<file path="src/hdl/b64se_pkg.sv">
`default_nettype none
// ----------------------------------------------------------------------------
// Base64 stream encoder package
// Shared item types, the encoding alphabet and queue status for the encoder.
// ----------------------------------------------------------------------------
package b64se_pkg;

    localparam int GroupChars = 4;
    localparam int QueueDepth = 2;

    localparam logic [7:0] CharUpperA = 8'h41;
    localparam logic [7:0] CharLowerA = 8'h61;
    localparam logic [7:0] CharZero   = 8'h30;
    localparam logic [7:0] CharPlus   = 8'h2b;
    localparam logic [7:0] CharSlash  = 8'h2f;
    localparam logic [7:0] CharPad    = 8'h3d;

    typedef struct packed {
        logic [7:0] data_byte;
        logic       final_byte;
    } in_item_t;

    typedef struct packed {
        logic [7:0] out_char;
        logic       last_char;
    } out_item_t;

    typedef struct packed {
        logic [GroupChars-1:0][7:0] chars;
        logic                       last;
    } group_t;

    typedef struct packed {
        logic full;
        logic empty;
    } q_status_t;

    // Maps one 6-bit value to its character of the standard alphabet.
    function automatic logic [7:0] b64_char(input logic [5:0] v);
        logic [7:0] c;
        case (v) inside
            [6'd0:6'd25]:  c = CharUpperA + {2'b00, v};
            [6'd26:6'd51]: c = CharLowerA + ({2'b00, v} - 8'd26);
            [6'd52:6'd61]: c = CharZero + ({2'b00, v} - 8'd52);
            6'd62:         c = CharPlus;
            default:       c = CharSlash;
        endcase
        return c;
    endfunction

endpackage
`default_nettype wire

</file>
<file path="src/hdl/b64se_front.sv">
`default_nettype none
// ----------------------------------------------------------------------------
// Base64 encoder front end
// Collects bytes into groups of three and encodes each finished or final
// group into four characters for the queue.
// ----------------------------------------------------------------------------
module b64se_front (
    input  wire logic                 aclk,
    input  wire logic                 aresetn,
    input  wire logic                 s_valid,
    output logic                      s_ready,
    input  wire b64se_pkg::in_item_t  s_data,
    input  wire b64se_pkg::q_status_t q_status,
    output logic                      push,
    output b64se_pkg::group_t         push_group
);
    import b64se_pkg::*;

    logic [1:0][7:0] pend_reg;
    logic [1:0][7:0] pend_next;
    logic [1:0]      count_reg;
    logic [1:0]      count_next;
    logic            accept;
    logic [7:0]      b0;
    logic [7:0]      b1;
    logic [7:0]      b2;
    logic [5:0]      s0;
    logic [5:0]      s1;
    logic [5:0]      s2;
    logic [5:0]      s3;

    assign s_ready = !q_status.full;
    assign accept  = s_valid && s_ready;

    always_comb begin
        pend_next  = pend_reg;
        count_next = count_reg;
        push       = 1'b0;
        b0 = (count_reg != 2'd0) ? pend_reg[0] : s_data.data_byte;
        b1 = (count_reg == 2'd2) ? pend_reg[1] :
             ((count_reg == 2'd1) ? s_data.data_byte : 8'h00);
        b2 = (count_reg == 2'd2) ? s_data.data_byte : 8'h00;
        s0 = b0[7:2];
        s1 = {b0[1:0], b1[7:4]};
        s2 = {b1[3:0], b2[7:6]};
        s3 = b2[5:0];
        push_group.chars[0] = b64_char(s0);
        push_group.chars[1] = b64_char(s1);
        push_group.chars[2] = (count_reg == 2'd0) ? CharPad : b64_char(s2);
        push_group.chars[3] = (count_reg == 2'd2) ? b64_char(s3) : CharPad;
        push_group.last     = s_data.final_byte;
        if (accept) begin
            if (count_reg != 2'd2 && !s_data.final_byte) begin
                pend_next[count_reg[0]] = s_data.data_byte;
                count_next              = count_reg + 2'd1;
            end else begin
                push       = 1'b1;
                count_next = 2'd0;
            end
        end
    end

    always_ff @(posedge aclk) begin
        pend_reg <= pend_next;
        if (!aresetn) begin
            count_reg <= 2'd0;
        end else begin
            count_reg <= count_next;
        end
    end

endmodule
`default_nettype wire

</file>
<file path="src/hdl/b64se_queue.sv">
`default_nettype none
// ----------------------------------------------------------------------------
// Base64 encoder group queue
// Two-entry queue of encoded groups between the front end and the back end.
// ----------------------------------------------------------------------------
module b64se_queue (
    input  wire logic                 aclk,
    input  wire logic                 aresetn,
    input  wire logic                 push,
    input  wire b64se_pkg::group_t    push_group,
    input  wire logic                 pop,
    output b64se_pkg::group_t         head_group,
    output b64se_pkg::q_status_t      q_status
);
    import b64se_pkg::*;

    group_t     mem_reg [QueueDepth];
    logic       wr_ptr_reg;
    logic       wr_ptr_next;
    logic       rd_ptr_reg;
    logic       rd_ptr_next;
    logic [1:0] count_reg;
    logic [1:0] count_next;

    assign head_group     = mem_reg[rd_ptr_reg];
    assign q_status.full  = (count_reg == 2'(QueueDepth));
    assign q_status.empty = (count_reg == 2'd0);

    always_comb begin
        wr_ptr_next = push ? !wr_ptr_reg : wr_ptr_reg;
        rd_ptr_next = pop ? !rd_ptr_reg : rd_ptr_reg;
        count_next  = count_reg + {1'b0, push} - {1'b0, pop};
    end

    always_ff @(posedge aclk) begin
        if (push) begin
            mem_reg[wr_ptr_reg] <= push_group;
        end
        if (!aresetn) begin
            wr_ptr_reg <= 1'b0;
            rd_ptr_reg <= 1'b0;
            count_reg  <= 2'd0;
        end else begin
            wr_ptr_reg <= wr_ptr_next;
            rd_ptr_reg <= rd_ptr_next;
            count_reg  <= count_next;
        end
    end

endmodule
`default_nettype wire

</file>
<file path="src/hdl/b64se_back.sv">
`default_nettype none
// ----------------------------------------------------------------------------
// Base64 encoder back end
// Sends the four characters of the head group one per cycle, while m_ready is
// high, through an output register.
// ----------------------------------------------------------------------------
module b64se_back (
    input  wire logic                 aclk,
    input  wire logic                 aresetn,
    input  wire b64se_pkg::group_t    head_group,
    input  wire b64se_pkg::q_status_t q_status,
    output logic                      pop,
    output logic                      m_valid,
    input  wire logic                 m_ready,
    output b64se_pkg::out_item_t      m_data
);
    import b64se_pkg::*;

    logic [1:0] idx_reg;
    logic [1:0] idx_next;
    logic       valid_reg;
    logic       valid_next;
    out_item_t  out_reg;
    out_item_t  out_next;
    logic       load;

    assign m_valid = valid_reg;
    assign m_data  = out_reg;

    always_comb begin
        load       = !q_status.empty && (!valid_reg || m_ready);
        idx_next   = idx_reg;
        valid_next = valid_reg && !m_ready;
        out_next   = out_reg;
        pop        = 1'b0;
        if (load) begin
            out_next.out_char  = head_group.chars[idx_reg];
            out_next.last_char = head_group.last && (idx_reg == 2'd3);
            valid_next         = 1'b1;
            idx_next           = idx_reg + 2'd1;
            pop                = (idx_reg == 2'd3);
        end
    end

    always_ff @(posedge aclk) begin
        out_reg <= out_next;
        if (!aresetn) begin
            idx_reg   <= 2'd0;
            valid_reg <= 1'b0;
        end else begin
            idx_reg   <= idx_next;
            valid_reg <= valid_next;
        end
    end

endmodule
`default_nettype wire

</file>
<file path="src/hdl/base64_stream_encoder.sv">
`default_nettype none
// ----------------------------------------------------------------------------
// Base64 stream encoder
// Encodes a byte stream into standard base64 characters with '=' padding.
// ----------------------------------------------------------------------------
// The s_ channel takes one byte per item; final_byte marks the last byte of a
// message. The m_ channel gives one ASCII character per item; last_char marks
// the final character of the message.
// Every third byte, and every final byte, closes a group of four characters.
// A short final group is zero-filled and padded with '='.
// The first character of a group passes from the queue through the output
// register onto m_, and the rest follow one per cycle while m_ready is high.
// The output runs at one character per cycle while m_ready is high, set by
// the back end that sends the four characters of a group through a single
// output register. Full groups give four characters per three bytes, so input
// bytes are taken every cycle as long as the two-group queue has room.
// When the receiver stalls, the queue fills and s_ready drops; no data is lost.
// Reset clears the pending byte count, the queue and the output valid.
// ----------------------------------------------------------------------------
module base64_stream_encoder (
    input  wire logic                  aclk,
    input  wire logic                  aresetn,
    input  wire logic                  s_valid,
    output logic                       s_ready,
    input  wire b64se_pkg::in_item_t   s_data,
    output logic                       m_valid,
    input  wire logic                  m_ready,
    output b64se_pkg::out_item_t       m_data
);
    import b64se_pkg::*;

    q_status_t q_status;
    group_t    push_group;
    group_t    head_group;
    logic      push;
    logic      pop;

    b64se_front u_front (
        .aclk       (aclk),
        .aresetn    (aresetn),
        .s_valid    (s_valid),
        .s_ready    (s_ready),
        .s_data     (s_data),
        .q_status   (q_status),
        .push       (push),
        .push_group (push_group)
    );

    b64se_queue u_queue (
        .aclk       (aclk),
        .aresetn    (aresetn),
        .push       (push),
        .push_group (push_group),
        .pop        (pop),
        .head_group (head_group),
        .q_status   (q_status)
    );

    b64se_back u_back (
        .aclk       (aclk),
        .aresetn    (aresetn),
        .head_group (head_group),
        .q_status   (q_status),
        .pop        (pop),
        .m_valid    (m_valid),
        .m_ready    (m_ready),
        .m_data     (m_data)
    );

`ifndef SYNTHESIS
    a_no_push_when_full: assert property (@(posedge aclk) disable iff (!aresetn)
        q_status.full |-> !push)
        else $error("group pushed into a full queue");

    a_no_pop_when_empty: assert property (@(posedge aclk) disable iff (!aresetn)
        q_status.empty |-> !pop)
        else $error("group popped from an empty queue");

    a_idle_after_reset: assert property (@(posedge aclk)
        !aresetn |=> !m_valid)
        else $error("output valid after reset");

    a_last_only_on_pop: assert property (@(posedge aclk) disable iff (!aresetn)
        (m_valid && m_data.last_char && !$past(m_valid && !m_ready)) |->
            $past(pop))
        else $error("last character sent without finishing its group");
`endif

endmodule
`default_nettype wire
</file>
<file path="config.mk">
export PLATFORM = sky130hd
export DESIGN_NAME = base64_stream_encoder
export DESIGN_NICKNAME = d
export VERILOG_FILES = /design/src/hdl/b64se_pkg.sv /design/src/hdl/b64se_front.sv /design/src/hdl/b64se_queue.sv /design/src/hdl/b64se_back.sv /design/src/hdl/base64_stream_encoder.sv
export SDC_FILE = /design/constraint.sdc
export NUM_CORES = 1
export LEC_CHECK = 0
export ABC_AREA = 1
export BUFFER_PORTS_ARGS = -buffer_cell sky130_fd_sc_hd__buf_2
export CAP_MARGIN = 30
export CORE_MARGIN = 5
export CORE_UTILIZATION = 45
export CTS_BUF_LIST = sky130_fd_sc_hd__clkbuf_8
export CTS_CLUSTER_SIZE = 30
export DETAILED_ROUTE_END_ITERATION = 6
export PLACE_DENSITY = 0.69
export SYNTH_ARGS = -nofsm -noshare
export SYNTH_HDL_FRONTEND = slang
export SYNTH_HIERARCHICAL = 1
export SYNTH_SLANG_ARGS = --single-unit
</file>
<file path="constraint.sdc">
create_clock -name aclk -period 7.4 [get_ports aclk]
set_input_delay 1.48 -clock aclk [delete_from_list [all_inputs] [get_ports aclk]]
set_output_delay 1.48 -clock aclk [all_outputs]
set_load 0.02 [all_outputs]
</file>
==> results.cfg <==
[global_routing]
grt_pass1_vias = 4651
grt_max_degree = 34
globalRoute.totalOverflow = 0
grt_usage_pct = 16.1
grt_pass1_wl_um = 23000
antenna_found_initial = 0

[synthesis]
synthesis.instances = 769
async_reset_ff_share_pct = 0
synth_top_area_share_pct = 39.7
synth.distinct_cells = 41
syn_area_mm2 = 0.00689
synth_area_leaders = edfxtp_1 40%, nand2_1 13%, ha_1 8.2%
ys_seq_elements = 101
syn_nets = 827
ys_seq_area_share_pct = 42.6
postSynthAreaPerCell_um2 = 8.96
synth_edf_count = 91
yosysTopAreaCell = edfxtp_1
yosys_warnings = 6
synthFlopType = edfxtp_1

[pwr]
switching_share_pct = 29.8
power_switching_w = 0.000391
internal_power_w = 0.000923
power_frac_clock_pct = 26.2
vdd_drop_max_mv = 0.128
seq_power_share_pct = 51.5
powerDensity_mw_per_mm2 = 179
p_leak_nw = 3.28
combPwrFrac_pct = 22.3

[timing]
tightest_slew_ns = 0.921
fin_crit_sh_pct = 42.0
setup_viol_count_final = 0
whs_ns = 0.522
rsz0062_at_grt = false
slew_viol_final = 0
fin_crit_ns = 3.10
fmax_mhz = 322
skew_ns = 0.0146
fin_ws_ns = 4.30
final.setup.tns_ns = 0
hold_viol = 0
slew-limit-headroom_pct = 38.3

[clock_tree]
insertion_delay_ns = 0.37
cts_made_buffers = 9
post_cts_buffers = 0
cts_root_buf = clkbuf_8
clkSinkCount = 101
cts.htree.levels = 3
clk_pin_slew_ns = 0.10
cts_resized = 0
cts-hold-fix-buffers = 0
cts_tree = done
cts_buffer_depth = 2

[detailed_routing]
viasPerCell = 5.01
post-route-drc-count = 0
wirelength_um = 13800
drt_iter0_drc = 308
dr.pass1.iters = 4
routedWlPerCell_um = 14.0
drtAntennaViolNets = 0
vias = 4933

[setup_path]
crit_arrival_ns = 3.20
r2r_start = u_front/count_reg[0]
reg2reg_depth = 14
end_kind = flip-flop
crit_type = reg -> reg
worstReg2RegEnd = u_queue/mem_reg[1][12]
cp_max_fo = 17
ff2ff_setup_slack_ns = 4.30
start_kind = flip-flop
worstPathRequired_ns = 7.49

[floorplanning]
rows = 45
fp.coreArea_mm2 = 0.0151
ioPinCount = 24
die_area_mm2 = 0.0179
die_height_um = 134
die_w_um = 134
start_util_pct = 45.6

[cells_and_area]
n_antenna_cell = 0
regArea_mm2 = 0.00293
area_delta_synth_final_pct = 6.32
nFillCells = 1443
fin_util_pct = 48.5
multi_input_area_mm2 = 0.00337
layout-drive-gt1-share_pct = 18.7
fin_nets = 850
largest_register_ffs = 66

[placement]
io_buffers = 23
pre_cts_ws_ns = 3.95
place.gp.congestion = 0.921
dpl.hpwl_um = 10600

[hold_path]
min_to = u_queue/rd_ptr_reg
hold_path.class = reg -> reg
hold_start = u_queue/rd_ptr_reg
hold_depth = 2

[run_status]
status = completed

[run]
maxCapViolations = 0
## metrics by stage
| stage | cells | area [µm²] | power [W] |
|---|---|---|---|
| finish | 985 | 7320 | 0.00131 |
| global route | 985 | 7320 | 0.00140 |
| CTS | 985 | 7320 | 0.00133 |
| detailed placement | 969 | 7130 | 0.000984 |
| global placement | 967 | 7070 | 0.000974 |
| floorplan | 769 | 6890 | 0.000914 |
## area by class of cell
type / count / area share [%]
Multi-Input combinational cell: 548 / 46.0
Sequential cell: 101 / 40.1
Inverter: 105 / 5.49
Tap cell: 188 / 3.21
Timing Repair Buffer: 27 / 2.53
Clock buffer: 9 / 1.69
Clock inverter: 7 / 0.974
## metal layers
layer	share of wire [%]	wire length [µm]	up-vias	GRT usage, %
li1	-	-	2588	-
met1	49	6730	2234	22.4
met2	47	6440	103	26.3
met3	3.9	543	8	3.25
met4	0.86	119	0	3.26
met5	0	0	-	0
## cell families after synthesis
logic type | Yosys count | synth area share [%]
fa+ha+maj | 45 | 8.18
compound gates | 72 | 7.16
mux | 33 | 7.03
flops | 101 | 42.6
simple gates | 380 | 24.3
buf+inv | 120 | 8.50
xor+xnor | 18 | 2.29
## power groups by stage
stage | registers [W] | clock network [W] | logic [W]
6_report | 0.000677 | 0.000344 | 0.000293
5_1_grt | 0.000681 | 0.000384 | 0.000332
3_3_place_gp | 0.000695 | 0 | 0.000279
3_5_place_dp | 0.000691 | 0 | 0.000293
2_1_floorplan | 0.000695 | 0 | 0.000219
4_1_cts | 0.000678 | 0.000359 | 0.000294
## critical path, cell delays in order, from the launching register on
cell	delay, ns
dfxtp_1	0.35
inv_1	0.13
ha_1	0.64
clkinv_2	0.28
nand2_2	0.18
o21ai_2	0.11
inv_2	0.14
ha_1	0.24
o21ai_1	0.11
a21oi_4	0.23
inv_2	0.10
o21ai_1	0.10
inv_2	0.04
nand2_1	0.06
nand2_1	0.14
## placed cells by master (no fill, tap or decap), types with 19 or more instances in the layout
cell and count:
nand2_1 231, edfxtp_1 91, inv_1 80, nand3_1 48
nor2_1 46, ha_1 45, mux2_4 30, buf_2 23
nand2_2 21, inv_2 21, o211ai_1 19
## synth_stat cells, types with 9 or more instances
library cell and count:
a21oi_1 16, buf_6 9, dfxtp_1 10, edfxtp_1 91, ha_1 45, inv_1 80
inv_2 21, mux2_4 30, nand2_1 231, nand2_2 21, nand3_1 48, nand4_1 14
nor2_1 47, o211ai_1 19, o21ai_1 11, xor2_1 14
## worst max-delay path by stage
stage | to | cells after the start | startpoint | slack (ns)
2_1_floorplan | u_queue/mem_reg[0][0] | 4 | s_valid | 3.76
3_3_place_gp | u_queue/mem_reg[0][7] | 14 | s_data[3] | 4.00
3_5_place_dp | u_queue/mem_reg[0][7] | 14 | s_data[3] | 3.95
4_1_cts | u_queue/mem_reg[0][12] | 14 | u_front/count_reg[0] | 4.31
5_1_grt | u_queue/mem_reg[1][12] | 14 | u_front/count_reg[0] | 4.05
6_report | u_queue/mem_reg[1][12] | 14 | u_front/count_reg[0] | 4.30
Power figures use the tool's default switching activity.
